===== src/hw/rtl/gmm_pkg.sv =====
// Shared types, widths and codes for the gossip membership merge table.
`timescale 1ns / 1ps
`default_nettype none

package gmm_pkg;

    localparam int TABLE_DEPTH = 64;
    localparam int SLOT_W      = $clog2(TABLE_DEPTH);
    localparam int FILL_W      = $clog2(TABLE_DEPTH + 1);

    localparam int IP_W       = 32;
    localparam int PORT_W     = 16;
    localparam int KEY_W      = IP_W + PORT_W;
    localparam int STATUS_W   = 3;
    localparam int INC_W      = 32;
    localparam int TIME_W     = 64;
    localparam int OUT_SLOT_W = 6;
    localparam int CFG_DATA_W = 32;

    localparam int IN_FIELDS_W  = IP_W + PORT_W + STATUS_W + INC_W + TIME_W;
    localparam int IN_DATA_W    = ((IN_FIELDS_W + 7) / 8) * 8;
    localparam int OUT_FIELDS_W = 3 + OUT_SLOT_W + STATUS_W + INC_W + TIME_W;
    localparam int OUT_DATA_W   = ((OUT_FIELDS_W + 7) / 8) * 8;

    typedef logic [SLOT_W-1:0]     slot_t;
    typedef logic [FILL_W-1:0]     fill_t;
    typedef logic [OUT_SLOT_W-1:0] out_slot_t;
    typedef logic [KEY_W-1:0]      key_t;

    localparam logic OP_MERGE = 1'b0;
    localparam logic OP_FORCE = 1'b1;

    localparam logic REG_SELF_IP   = 1'b0;
    localparam logic REG_SELF_PORT = 1'b1;

    typedef enum logic [2:0] {
        OUT_INSERTED = 3'd0,
        OUT_REPLACED = 3'd1,
        OUT_STALE    = 3'd2,
        OUT_CONFLICT = 3'd3,
        OUT_SELF     = 3'd4,
        OUT_FULL     = 3'd5
    } outcome_t;

    // What the key lookup decided for a request
    typedef enum logic [1:0] {
        KIND_SELF,
        KIND_FULL,
        KIND_INSERT,
        KIND_HIT
    } kind_t;

    typedef struct packed {
        logic                opcode;
        logic [IP_W-1:0]     peer_ip;
        logic [PORT_W-1:0]   peer_port;
        logic [STATUS_W-1:0] peer_status;
        logic [INC_W-1:0]    peer_incarnation;
        logic [TIME_W-1:0]   peer_time;
    } item_t;

    typedef struct packed {
        logic [STATUS_W-1:0] status;
        logic [INC_W-1:0]    incarnation;
        logic [TIME_W-1:0]   stamp;
    } entry_t;

    typedef struct packed {
        kind_t kind;
        slot_t slot;
    } lookup_t;

    typedef struct packed {
        outcome_t  outcome;
        out_slot_t slot;
        entry_t    held;
    } result_t;

    typedef struct packed {
        logic   en;
        slot_t  slot;
        entry_t data;
    } entry_wr_t;

endpackage

`default_nettype wire


===== src/hw/rtl/gmm_merge_rule.sv =====
// Gossip merge decision for one request: outcome, held entry report and write-back.
`timescale 1ns / 1ps
`default_nettype none

module gmm_merge_rule (
    input  wire gmm_pkg::item_t   item,
    input  wire gmm_pkg::lookup_t look,
    input  wire gmm_pkg::entry_t  held,
    output gmm_pkg::result_t      result,
    output gmm_pkg::entry_wr_t    wr
);

    logic [gmm_pkg::INC_W-1:0] inc_diff;

    // Serial-number compare: held minus incoming negative means incoming is newer
    assign inc_diff = held.incarnation - item.peer_incarnation;

    always_comb
    begin
        result           = '0;
        result.outcome   = gmm_pkg::OUT_REPLACED;
        wr.en            = 1'b0;
        wr.slot          = look.slot;
        wr.data.status      = item.peer_status;
        wr.data.incarnation = item.peer_incarnation;
        wr.data.stamp       = item.peer_time;
        case (look.kind)
            gmm_pkg::KIND_SELF:
            begin
                result.outcome = gmm_pkg::OUT_SELF;
            end
            gmm_pkg::KIND_FULL:
            begin
                result.outcome = gmm_pkg::OUT_FULL;
            end
            gmm_pkg::KIND_INSERT:
            begin
                result.outcome = gmm_pkg::OUT_INSERTED;
                result.slot    = gmm_pkg::out_slot_t'(look.slot);
                wr.en          = 1'b1;
            end
            gmm_pkg::KIND_HIT:
            begin
                result.slot = gmm_pkg::out_slot_t'(look.slot);
                if (item.opcode == gmm_pkg::OP_FORCE || inc_diff[gmm_pkg::INC_W-1])
                begin
                    wr.en = 1'b1;
                end
                else if (held.stamp >= item.peer_time)
                begin
                    result.outcome = gmm_pkg::OUT_STALE;
                end
                else if (held.status > item.peer_status)
                begin
                    result.outcome = gmm_pkg::OUT_CONFLICT;
                    result.held    = held;
                end
                else
                begin
                    wr.en = 1'b1;
                end
            end
            default:
            begin
                result.outcome = gmm_pkg::OUT_SELF;
            end
        endcase
    end

endmodule

`default_nettype wire


===== config.mk =====
export PLATFORM = sky130hd
export DESIGN_NAME = gmm_merge_rule
export DESIGN_NICKNAME = d
export VERILOG_FILES = /design/src/hw/rtl/gmm_pkg.sv /design/src/hw/rtl/gmm_merge_rule.sv
export SDC_FILE = /design/constraint.sdc
export NUM_CORES = 1
export LEC_CHECK = 0
export BUFFER_PORTS_ARGS = -buffer_cell sky130_fd_sc_hd__buf_2
export CAP_MARGIN = 20
export CORE_AREA = 4 4 179 181
export DETAILED_ROUTE_END_ITERATION = 6
export DIE_AREA = 0 0 183 185
export PLACE_DENSITY = 0.48
export SYNTH_ARGS = -nofsm -noshare
export SYNTH_HDL_FRONTEND = slang
export SYNTH_SLANG_ARGS = --single-unit

===== constraint.sdc =====
create_clock -name vclk -period 2
set_clock_uncertainty 0.1 [all_clocks]
set_input_delay 0.1 -clock vclk [all_inputs]
set_output_delay 0.1 -clock vclk [all_outputs]
set_load 0.005 [all_outputs]

# Word level (Yosys, flattened, before mapping)
# Cells that the tools add are included.
[word_totals]
regBits = 0
latch_bits = 0
mem_bits_rw = 0
mem_bits_ro = 0
inputBits = 255
wordCells = 22
memories = 0
[classes]
n_addsub = 1
mul = 0
div = 0
n_lt_le_gt_ge = 2
n_eq_ne = 3
shifts = 0
mux = 13
bitwise = 0
reduce_logical = 3
[ops]
columns = ["op", "n"]
rows = [
  ["two-way mux 99 bit", 4],
  [">= comparator 64 bit", 1],
  ["subtractor 32 bit", 1],
  ["one-hot mux 3 bit (4 select lines)", 1],
  ["two-way mux 2 bit", 3],
  ["two-way mux 6 bit", 1],
  ["equality test 2 bit (second input constant)", 2],
  ["greater-than comparator 3 bit", 1],
  ["two-way mux 1 bit", 3],
  ["equality test 2 x 1 -> 1 bit (second input constant)", 1],
  ["logical NOT 2 bit", 1],
  ["one-hot mux 1 bit (2 select lines)", 1],
  ["OR reduction 2 bit", 1],
  ["logical OR 1 bit", 1],
]

# Depth between registers and ports, before layout
[depth]
word_depth = 5
depth_mapped = 11
depth_no_buf = 9

# Least setup slack after synthesis
# No wires, ideal clock.
[synth_timing]
kind = "input -> output"
startpoint = "in held[0] in the netlist's numbering"
endpoint = "out result[88] in the netlist's numbering"
t_arrival_ps = 2005
required_ps = 1800
path_slack_ps = -205
stages = 11
n_path_buf = 2
path_cell_list = "inv_1 -> ha_1 -> nand2b_1 -> a2111o_1 -> a311oi_2 -> a2111oi_2 -> nor3_2 -> nand3_2 -> buf_4 -> buf_6 -> nor3_2"
[synth_rtl]
columns = ["item", "line", "source"]
rows = [
  ["from (decl)", "gmm_merge_rule.sv:8", "input wire gmm_pkg::entry_t held,"],
  ["to (decl)", "gmm_merge_rule.sv:9", "output gmm_pkg::result_t result,"],
]

==> impl_metrics.json <==
{
  "final_hold_viol_count": 0,
  "critical_path_buf_inv_count": 5,
  "whs_ps": 279,
  "start_kind": "primary input",
  "drt_iter0_drc": 104,
  "critPathMaxStageDelay_ps": 410,
  "dp_hpwl_um": 19600,
  "postCtsHoldBufs": 0,
  "cp_slowest_cell": "a2111o_1",
  "crit_type": "in -> out",
  "synth_top_family_by_area": "buffers and inverters",
  "drc": 0,
  "synth_xor_area_frac": 0.00401,
  "regArea_sq_um": 0,
  "wirelength_um": 23300,
  "area_growth_pct": 85.6,
  "holdCritPathClass": "in -> out",
  "fin_setup_tns_ps": -62180,
  "cp.arrival_ps": 2450,
  "tightest_slew_ps": 356,
  "nFillCells": 3421,
  "p_leak_nw": 4.89,
  "period_needed_ps": 2650,
  "hold_end": "wr[102]",
  "synth_largest_area_cell": "ha_1",
  "grt_pass1_wl_um": 31600,
  "drv_slew": 0,
  "crit_family": "compound AO/OA/AOI/OAI gates",
  "grt_max_degree": 30,
  "syn_inst": 684,
  "ir_drop_mv": 0.0929,
  "path_max_fanout": 19,
  "power_density_nw_per_um2": 205,
  "portBuffers": 421,
  "worstPathCellList": "buf_8 > inv_8 > ha_4 > nand2b_4 > a2111o_1 > a311oi_4 > a2111oi_4 > nor3_4 > nand3_4 > buf_12 > buf_12 > nor3_2 > buf_2",
  "slew-limit-headroom": 0.760,
  "synth_top_cells_by_area": "ha_1 (28%), buf_4 (18%), inv_1 (17%)",
  "setup_viol": 102,
  "ys_types": 43,
  "grt_remaining_overflow": 0,
  "ant_nets": 0,
  "yosys.area_share.simple": 0.226,
  "layout.nets": 1445,
  "first_pass_iters": 5,
  "die_h_um": 185,
  "worst_slack_ps": -646,
  "yosysSeqAreaShare": 0,
  "core_sq_um": 30400,
  "design_area_sq_um": 8100,
  "synth_mux_area_frac": 0.00229,
  "drive_above_1_share": 0.605,
  "synth.top_cell.area_share": 0.278,
  "postLayoutCoreUtil": 0.266,
  "vias_per_cell": 3.91,
  "fin_crit_sh": 1.32,
  "drv_cap": 0,
  "num_vias": 5827,
  "fin_cells": 1489,
  "synth_commonest_cells": "inv_1 (198), buf_4 (107), ha_1 (97)",
  "antenna_found_initial": 2,
  "path_common_cell": "buf_12",
  "synth.most_common_cell": "inv_1",
  "dpl_cell_area_sq_um": 7140,
  "gp_congestion": 0.887,
  "syn_area_per_cell_sq_um": 6.38,
  "status": "complete, but fails checks",
  "syn_area_sq_um": 4360,
  "avgRoutedWirePerCell_um": 15.6,
  "start_util": 0.143,
  "synth_compound_area_frac": 0.113,
  "dp.cells": 1474,
  "track_usage": 0.117,
  "violations": "negative setup slack",
  "end_kind": "output port",
  "hold_start": "look[3]",
  "dieArea_sq_um": 33900,
  "clockBufferCount": 0,
  "multi_input_area_sq_um": 3540,
  "syn-num-nets": 1036,
  "synthAdderAreaFrac": 0.278,
  "ios": 469,
  "fmax_mhz": 378,
  "rsz0062_at_grt": "true",
  "post-place-ws_ps": -1140,
  "path_depth": 13,
  "total_power_mw": 1.66,
  "hold-path-cell-count": 2,
  "rows": 64,
  "seq_cells": 0,
  "yosysWarnings": 0,
  "grt_pass1_vias": 5888,
  "critPathRequiredTime_ps": 1800,
  "fp.dieW_um": 183
}
-- what timing repair did --
action                     CTS  global route
pin swaps                    7             5
setup endpoints to repair  102           102
setup buffers                3             1
gates resized for setup     63            68
cloned                       3             8
-- power breakdown --
part           switching (mW)    total [mW]  leakage [nW]  internal (mW)
logic                   0.863          1.66          4.89          0.795
clock network               0  0.0000000144     0.0000127   0.0000000144
registers                   0             0             0              0
-- worst max-delay path by stage --
| stage | start | to |
|---|---|---|
| finish | held[0] | result[7] |
| global route | item[84] | result[10] |
| CTS | held[0] | result[26] |
| detailed placement | held[0] | result[47] |
| global placement | held[0] | result[47] |
| floorplan | item[0] | result[89] |
-- layer usage --
layer / share of wire / track usage / wire (um) / up-vias
met3: 0.065 / 0.0122 / 1520 / 20
met2: 0.54 / 0.239 / 12500 / 296
met5: 0 / 0 / 0 / -
li1: - / - / - / 2934
met4: 0.018 / 0.0206 / 420 / 0
met1: 0.38 / 0.131 / 8840 / 2577
-- cell type report --
type	count	area share
multi-input combinational	360	0.437
tap	396	0.0612
inverter	198	0.0930
timing repair buffer	533	0.408
antenna	2	0.000618
-- cell families (layout without fill, tap and decap cells) --
logic type | after synthesis | after routing
AO/OA/AOI/OAI | 78 | 78
buffers and inverters | 324 | 731
multiplexers | 1 | 1
AND/OR/NAND/NOR | 182 | 182
XOR/XNOR | 2 | 2
other | 0 | 2
adder cells (fa/ha/maj) | 97 | 97
-- layout by cell type (no fill, tap or decap), types with 2 or more instances in the layout --
cell type  netlist  layout
a21o_1           4       4
a21oi_1         36      35
a221oi_1         4       2
a221oi_2         0       2
and2_1           7       6
buf_12           0       5
buf_16           0       6
buf_2           17     416
buf_4          107      89
buf_6            1       7
buf_8            0       4
clkbuf_16        0       6
diode_2          0       2
ha_1            97      87
ha_4             0      10
inv_1          198     192
inv_2            0       4
nand2_1         24      23
nand2b_1         3       2
nand3_1          8       7
nand4_1         17      17
nor2_1           8       8
nor2b_1          2       2
nor3_1          93      12
nor3_2          11      66
nor3_4           0      26
nor4_4           0       2
o211ai_1         2       2
o21a_1           4       3
o21ai_0         14      12
Note: power is estimated with default switching activity, not from simulation.
