File: config.mk
export PLATFORM = sky130hd
export DESIGN_NAME = gmm_key_cam
export DESIGN_NICKNAME = d
export VERILOG_FILES = /design/src/hw/rtl/gmm_pkg.sv /design/src/hw/rtl/gmm_key_cam.sv
export SDC_FILE = /design/constraint.sdc
export NUM_CORES = 2
export LEC_CHECK = 0
export CAP_MARGIN = 5
export CORE_ASPECT_RATIO = 0.9
export CORE_MARGIN = 4
export CORE_UTILIZATION = 39
export DETAILED_ROUTE_END_ITERATION = 6
export DONT_BUFFER_PORTS = 1
export GPL_TIMING_DRIVEN = 0
export PLACE_DENSITY_LB_ADDON = 0.3
export REMOVE_ABC_BUFFERS = 1
export SYNTH_ARGS = -nofsm -noshare
export SYNTH_HDL_FRONTEND = slang
export SYNTH_SLANG_ARGS = --single-unit
export TNS_END_PERCENT = 50
File: constraint.sdc
create_clock -name clk -period 6.5 [get_ports clk]
set_clock_uncertainty 0.1 [all_clocks]
set_input_delay 0.65 -clock clk [delete_from_list [all_inputs] [get_ports clk]]
set_output_delay 0.65 -clock clk [all_outputs]
set_load 0.005 [all_outputs]
File: src/hw/rtl/gmm_pkg.sv
// Shared types, widths and codes for the gossip membership merge table.
`timescale 1ns / 1ps
`default_nettype none

package gmm_pkg;

    localparam int TABLE_DEPTH = 64;
    localparam int SLOT_W      = $clog2(TABLE_DEPTH);
    localparam int FILL_W      = $clog2(TABLE_DEPTH + 1);

    localparam int IP_W       = 32;
    localparam int PORT_W     = 16;
    localparam int KEY_W      = IP_W + PORT_W;
    localparam int STATUS_W   = 3;
    localparam int INC_W      = 32;
    localparam int TIME_W     = 64;
    localparam int OUT_SLOT_W = 6;
    localparam int CFG_DATA_W = 32;

    localparam int IN_FIELDS_W  = IP_W + PORT_W + STATUS_W + INC_W + TIME_W;
    localparam int IN_DATA_W    = ((IN_FIELDS_W + 7) / 8) * 8;
    localparam int OUT_FIELDS_W = 3 + OUT_SLOT_W + STATUS_W + INC_W + TIME_W;
    localparam int OUT_DATA_W   = ((OUT_FIELDS_W + 7) / 8) * 8;

    typedef logic [SLOT_W-1:0]     slot_t;
    typedef logic [FILL_W-1:0]     fill_t;
    typedef logic [OUT_SLOT_W-1:0] out_slot_t;
    typedef logic [KEY_W-1:0]      key_t;

    localparam logic OP_MERGE = 1'b0;
    localparam logic OP_FORCE = 1'b1;

    localparam logic REG_SELF_IP   = 1'b0;
    localparam logic REG_SELF_PORT = 1'b1;

    typedef enum logic [2:0] {
        OUT_INSERTED = 3'd0,
        OUT_REPLACED = 3'd1,
        OUT_STALE    = 3'd2,
        OUT_CONFLICT = 3'd3,
        OUT_SELF     = 3'd4,
        OUT_FULL     = 3'd5
    } outcome_t;

    // What the key lookup decided for a request
    typedef enum logic [1:0] {
        KIND_SELF,
        KIND_FULL,
        KIND_INSERT,
        KIND_HIT
    } kind_t;

    typedef struct packed {
        logic                opcode;
        logic [IP_W-1:0]     peer_ip;
        logic [PORT_W-1:0]   peer_port;
        logic [STATUS_W-1:0] peer_status;
        logic [INC_W-1:0]    peer_incarnation;
        logic [TIME_W-1:0]   peer_time;
    } item_t;

    typedef struct packed {
        logic [STATUS_W-1:0] status;
        logic [INC_W-1:0]    incarnation;
        logic [TIME_W-1:0]   stamp;
    } entry_t;

    typedef struct packed {
        kind_t kind;
        slot_t slot;
    } lookup_t;

    typedef struct packed {
        outcome_t  outcome;
        out_slot_t slot;
        entry_t    held;
    } result_t;

    typedef struct packed {
        logic   en;
        slot_t  slot;
        entry_t data;
    } entry_wr_t;

endpackage

`default_nettype wire

File: src/hw/rtl/gmm_key_cam.sv
// Associative key store: parallel match, OR-encoded hit slot, append at fill pointer.
`timescale 1ns / 1ps
`default_nettype none

module gmm_key_cam (
    input  wire logic           clk,
    input  wire logic           rst_n,
    input  wire gmm_pkg::key_t  lookup_key,
    input  wire logic           insert,
    output gmm_pkg::slot_t      hit_slot,
    output logic                hit,
    output logic                has_room,
    output gmm_pkg::slot_t      fill_slot
);

    gmm_pkg::key_t                       key_reg [gmm_pkg::TABLE_DEPTH];
    logic [gmm_pkg::TABLE_DEPTH-1:0]     valid_reg;
    gmm_pkg::fill_t                      fill_reg;
    logic [gmm_pkg::TABLE_DEPTH-1:0]     match;

    always_comb
    begin
        for (int i = 0; i < gmm_pkg::TABLE_DEPTH; i++)
        begin
            match[i] = valid_reg[i] && (key_reg[i] == lookup_key);
        end
    end

    // Keys are unique, so OR of matching indexes is the matching index
    always_comb
    begin
        hit_slot = '0;
        for (int i = 0; i < gmm_pkg::TABLE_DEPTH; i++)
        begin
            if (match[i])
            begin
                hit_slot = hit_slot | gmm_pkg::slot_t'(i);
            end
        end
    end

    assign hit       = |match;
    assign has_room  = fill_reg < gmm_pkg::fill_t'(gmm_pkg::TABLE_DEPTH);
    assign fill_slot = fill_reg[gmm_pkg::SLOT_W-1:0];

    always_ff @(posedge clk or negedge rst_n)
    begin
        if (!rst_n)
        begin
            valid_reg <= '0;
            fill_reg  <= '0;
        end
        else if (insert)
        begin
            valid_reg[fill_slot] <= 1'b1;
            fill_reg             <= fill_reg + gmm_pkg::fill_t'(1);
        end
    end

    always_ff @(posedge clk)
    begin
        if (insert)
        begin
            key_reg[fill_slot] <= lookup_key;
        end
    end

endmodule

`default_nettype wire

# After elaboration in Yosys (flattened, before gate mapping)
# Memory sizes are Yosys's and may differ from the RTL's.
# Cells that the tools add are included.
[totals]
ff_bits = 71
latchBits = 0
mem_bits_rw = 3072
rom_bits = 0
in_bits = 51
elab_cells = 205
mem_count = 1
[mem_list]
columns = ["name", "words", "word_bits", "read_ports", "rd_ports_with_merged_regs", "wr", "line_no", "source"]
rows = [
  ["key_reg", 64, 48, 64, 0, 1, "gmm_key_cam.sv:16", "gmm_pkg::key_t key_reg [gmm_pkg::TABLE_DEPTH];"],
]
[classes]
add_sub_neg = 1
n_mul = 0
n_div = 0
n_lt_le_gt_ge = 3
eq_ne = 64
shifts = 0
mux = 67
n_bitwise = 1
n_reduce_logical = 66
[ops]
columns = ["op", "n"]
rows = [
  ["$eq A48 B48 Y1", 64],
  ["$mux W6", 32],
  ["$mux W5", 16],
  ["$logic_and A1 B1 Y1", 65],
  ["$or A64 B64 Y64", 1],
  ["$reduce_or A64 Y1", 1],
  ["$mux W4", 8],
  ["$mux W3", 4],
  ["$add A7 B1 Y7 const B", 1],
  ["$lt A6 B7 Y1 const B", 1],
  ["$lt A7 B7 Y1 const B", 1],
  ["$demux W1 S6", 1],
  ["$ge A6 B1 Y1 const B", 1],
  ["$mux W1", 4],
  ["$mux W2", 2],
]

# Longest topological paths before layout
# An unclocked memory read counts as a cell.
[logic_depth]
depth_word = 66
ltp_mapped = 13

# Worst setup path before layout
# Ideal clock, no wire load.
[synth_path]
path_kind = "input port to flip-flop"
from = "input insert"
to = "memory key_reg[15][0] (netlist name) (enable)"
arrival_time_ns = 4.569
required_time_ns = 5.886
setup_slack_ns = 1.317
path_stages = 4
path_buffers = 1
cell_sequence = "clkbuf_1 -> and4_1 -> nand2_1 -> nor3_1"
[synth_via]
elab_chain_cells = 2
[synth_lines]
columns = ["element", "line_no", "source"]
rows = [
  ["start, declared", "gmm_key_cam.sv:9", "input wire logic insert,"],
  ["$mux W1", "gmm_key_cam.sv:62", "if (insert)"],
  ["$mux W1 (implied by the code)", "gmm_key_cam.sv:64", "key_reg[fill_slot] <= lookup_key;"],
  ["end, declared", "gmm_key_cam.sv:16", ""],
]
# No other way between the ends.

# Worst setup path in the final report
[layout_path]
from = "input lookup_key[23]"
to = "output hit_slot[4]"
[layout_via]
elab_chain_cells = 50
[layout_lines]
columns = ["element", "line_no", "source"]
rows = [
  ["start, declared", "gmm_key_cam.sv:8", "input wire gmm_pkg::key_t lookup_key,"],
  ["$eq A48 B48 Y1", "gmm_key_cam.sv:25", "match[i] = valid_reg[i] && (key_reg[i] == lookup_key);"],
  ["$logic_and A1 B1 Y1", "gmm_key_cam.sv:25", ""],
  ["$mux W5 (16 in series)", "gmm_key_cam.sv:35", "if (match[i])"],
  ["$mux W6 (31 in series)", "gmm_key_cam.sv:35", ""],
  ["$mux W6 *", "gmm_key_cam.sv:35", ""],
  ["end, declared", "gmm_key_cam.sv:10", "output gmm_pkg::slot_t hit_slot,"],
]
# Every way passes the cells marked *; elsewhere a longest branch is shown, timed or not.

==> flow_results.org <==
** Pwr
- Total leakage power :: 46.20 nW
- VDD sags by at most 0.3292 mV.
- Summing internal, switching and leakage power gives 0.04499 W.
- In this run the power density over the cells is 300.8 nW/um^2.

** Drt
- After detailed routing, the met2 layer carries 229,100 um of wire.
- In this run, the number of DRC markers left after iteration 0 of detailed routing was 19,660.
- Final wirelength :: 529,600 um
- For this run, the detailed router's first-pass iteration total came to 7.
- Vias per inst :: 6.190
- Drt wl/cell :: 40.81 um
- After detailed routing, the number of remaining DRC violations is 12.
- Wire length the detailed router placed on met1 :: 193,100 um
- Highest routed metal layer :: met5
- Summed over all nets, wire length on met3 after detailed routing comes to 83,230 um.
- For this block, the via count after detailed routing is 80,340.
- Once detail routing completed, the nets flagged for antenna violations numbered 0.

** Min path
- Launch point of the worst hold path :: lookup_key[3]
- Hold Path Sink :: key_reg[15][3]$_DFFE_PP_
- The min-delay analysis places its worst path in the category in -> reg.
- Along the worst hold path, the cell count comes to 1.

** Worst setup path
- CP required :: 5.75 ns
- Capture instance of the worst register-to-register path :: key_reg[43][45]$_DFFE_PP_
- Setup slack on the worst reg-to-reg path comes out at 2.89 ns.
- Counting cells, the worst reg-to-reg path comes to 4.
- STA puts the critical path data arrival time at 4.78 ns.
- The worst setup path is launched from an input port.
- Worst setup path category :: in -> out
- Reg2reg start :: fill_reg[0]$_DFFE_PN0P_
- Along the worst path, the maximum fanout reaches 76.
- STA classifies the critical path endpoint as an output port.

** GRT
- First-pass GRT wire length :: 689,000 um
- The number of global-route vias before repair came to 73,480.
- Global routing finished with a remaining overflow of 0.
- Entering global routing, the biggest net connects 115 pins.
- For this run, the total global-route usage over all layers was measured as 0.2959.
- The initial antenna violation count came to 91.

** Synth
- Area share of the largest cell type after synthesis :: 0.6988
- Biggest area consumer among synthesized cells :: edfxtp_1
- Count of yosys warnings during synthesis :: 0
- Post-synth EDFFs :: 3,072
- Proportion of register bits with asynchronous set or reset after synthesis :: 0.02259
- Dominant cells by area after synthesis :: edfxtp_1 (70%), xnor2_1 (10%), xor2_1 (8.5%), nand4_1 (2.1%), nor4_1 (1.9%)
- Post-Syn Instances :: 8,007
- The share of the Yosys chip area taken by registers is 0.7122.
- The netlist uses 62 different library cells.
- After synthesis the cells add up to 132,000 um^2.
- Synth Area per Inst :: 16.49 um^2
- For this run, the leading register cell type out of synthesis is edfxtp_1.
- Total of flip-flops plus latches after synthesis :: 3,143

** Finish
- The finished cells cover 149,600 um^2.
- Relative to the synthesized area, the layout overhead comes to 13.32%.
- Leading cell types in the layout, fill and taps excluded :: edfxtp_1 (3,072), xnor2_1 (1,570), xor2_1 (1,274)
- Largest register FFs :: 3,072
- Leading cell type in the layout, fill and taps excluded :: edfxtp_1
- Of the cells placed in the final design, the portion with a size suffix greater than 1 is 0.09131.
- The final layout contains 8,215 nets.

** Timing
- Of the available clock period, the critical path in the final layout requires 0.8507.
- Transition time at the pin with the least slew margin :: 1.400 ns
- The total count of hold-check failures in the final report is 0.
- Final setup viols :: 0
- Setup slack closes at 0.9704 ns.
- Max Clock Freq :: 0.1808 GHz
- Setup repair after global routing left no endpoint under its margin.
- The total count of max-transition violations in the final report came to 0.
- The routed design could run at a clock period as short as 5.530 ns.
- Headroom to the max-slew limit came out at 0.05874.

** Placed design
- Routability-driven placement finished with a final weighted congestion of 0.7588.
- Number of I/O port buffers :: 0
- The wire-length estimate of the detail-placed layout is 154,500 um.
- Placement Cell Area :: 136,900 um^2
- Before CTS, the worst setup slack after placement is 1.324 ns.

** Floorplan
- 65 I/O pins were placed.
- The core region is 336,700 um^2.
- The die covers 347,900 um^2.
- Effective utilization at floorplan :: 0.3921
- The die is 621.3 um wide.
- Die Ht :: 559.9 um
- Row generation in the floorplan step produced 202 rows.

** CTS
- Buffers inserted by post-CTS timing repair :: 0
- Sinks on Clock Net :: 3,143
- The H-tree was split into 5 levels.
- In this run, CTS created clock tree buffers numbering 309.
- The longest clock path from root to sink contains 4 buffers.
- Clock tree from TritonCTS :: done
- At the later pin of the worst-skew pair, clock insertion delay measures 0.88 ns.
- Root buffer selected by CTS :: clkbuf_16
- Clock-pin slew on the worst setup and hold paths :: 0.06 ns

** Outcome
- The final reports fail on DRC.
- Outcome :: complete, but fails checks

** Job
- Max-cap violations in this run came to 0.
[routing by layer]
metal	global-route usage	up-vias
met2	0.4376	7303
met5	0	-
met4	0.1163	30
met3	0.08896	1153
met1	0.4087	41790
li1	-	30060
[per-stage QoR]
step	instances	setup TNS (ns)	hold slack, ns	utilization
2_1_floorplan	7645	0	0.2544	-
5_1_grt	12900	0	0.002227	0.4438
3_5_place_dp	12220	0	0.2832	0.4068
4_1_cts	12880	0	0.0008252	0.4435
3_3_place_gp	12130	-0.02333	0.2807	0.4001
6_report	12980	0	0.01977	0.4444
[what timing repair did]
action                                  4_1_cts  5_1_grt
resized for setup                             0        0
endpoints found under the setup margin        0        0
hold buffers                                117        5
endpoints found under the hold margin      2078       23
[where the power goes]
| part | switching, W | internal (W) | leakage [nW] |
|---|---|---|---|
| Combinational | 0.00234 | 0.00128 | 12.9 |
| Clock | 0.00772 | 0.0101 | 4.79 |
| Sequential | 0.000383 | 0.0231 | 28.5 |
| Total | 0.0104 | 0.0345 | 46.2 |
[worst max-delay path: stages]
cell and delay (ns):
inv_1 0.88, o211ai_1 0.20, a2111oi_0 0.50, nand4_1 0.88, o41ai_1 0.62, or4_4 0.29, nor4_2 0.06, or3b_1 0.45
[kinds of logic (layout without fill, tap and decap cells)]
kind of cell               Yosys count  after routing  synth area share
AOI/OAI and AO/OA                  263            263           0.01539
xor gates and xnor gates          2845           2845            0.1888
adders and majority gates            1              1        0.00009476
buffers and inverters              448            841           0.02460
DFF                               3143           3143            0.7122
muxes                                1              1        0.00008530
other                                0             90                 0
and+or+nand+nor                   1306           1306           0.05876
[cell type report]
cell class / count / area [um^2]
Fill cell: 29020 / 187100
Sequential cell: 3143 / 94030
Tap cell: 4488 / 5615
Antenna cell: 90 / 225.2
Timing Repair Buffer: 207 / 4348
Clock buffer: 430 / 8712
Multi-Input combinational cell: 4416 / 35290
Clock inverter: 118 / 1060
Inverter: 86 / 322.8
[synthesized netlist by cell type (6+ instances only)]
master     number
o21ai_0        26
o221ai_1       15
nor2b_1        12
xnor2_1      1570
o41ai_1         7
buf_6         104
o2111ai_1      16
nor3_1         68
a21oi_1        11
buf_4         192
or4_1           8
nand3b_1        6
nand4_1       443
inv_2           8
xor2_1       1274
edfxtp_1     3072
a221oi_1       19
nand2b_1       46
inv_1          73
a222oi_1       11
nand3_1        87
nor2_1         86
or2_2          67
and4_1         12
a2111oi_0      14
a22o_1         15
nor4_1        402
clkbuf_1       14
o2bb2ai_1      22
nand2_1        44
dfrtp_1        71
o211ai_1       10
a22oi_1        13
o22ai_1        55
buf_2          52
a221o_1         8
[how the worst max path moves through the flow]
stage,from,end,slack [ns],cells after the start
2_1_floorplan,insert,key_reg[15][0]$_DFFE_PP_,1.63,3
3_3_place_gp,fill_reg[2]$_DFFE_PN0P_,valid_reg[15]$_DFFE_PN0P_,-0.02,4
3_5_place_dp,lookup_key[23],hit_slot[4],1.32,8
4_1_cts,lookup_key[23],hit_slot[4],1.36,8
5_1_grt,lookup_key[23],hit_slot[4],1.17,8
6_report,lookup_key[23],hit_slot[4],0.97,8
No activity file was read; power rests on OpenSTA's default activity.
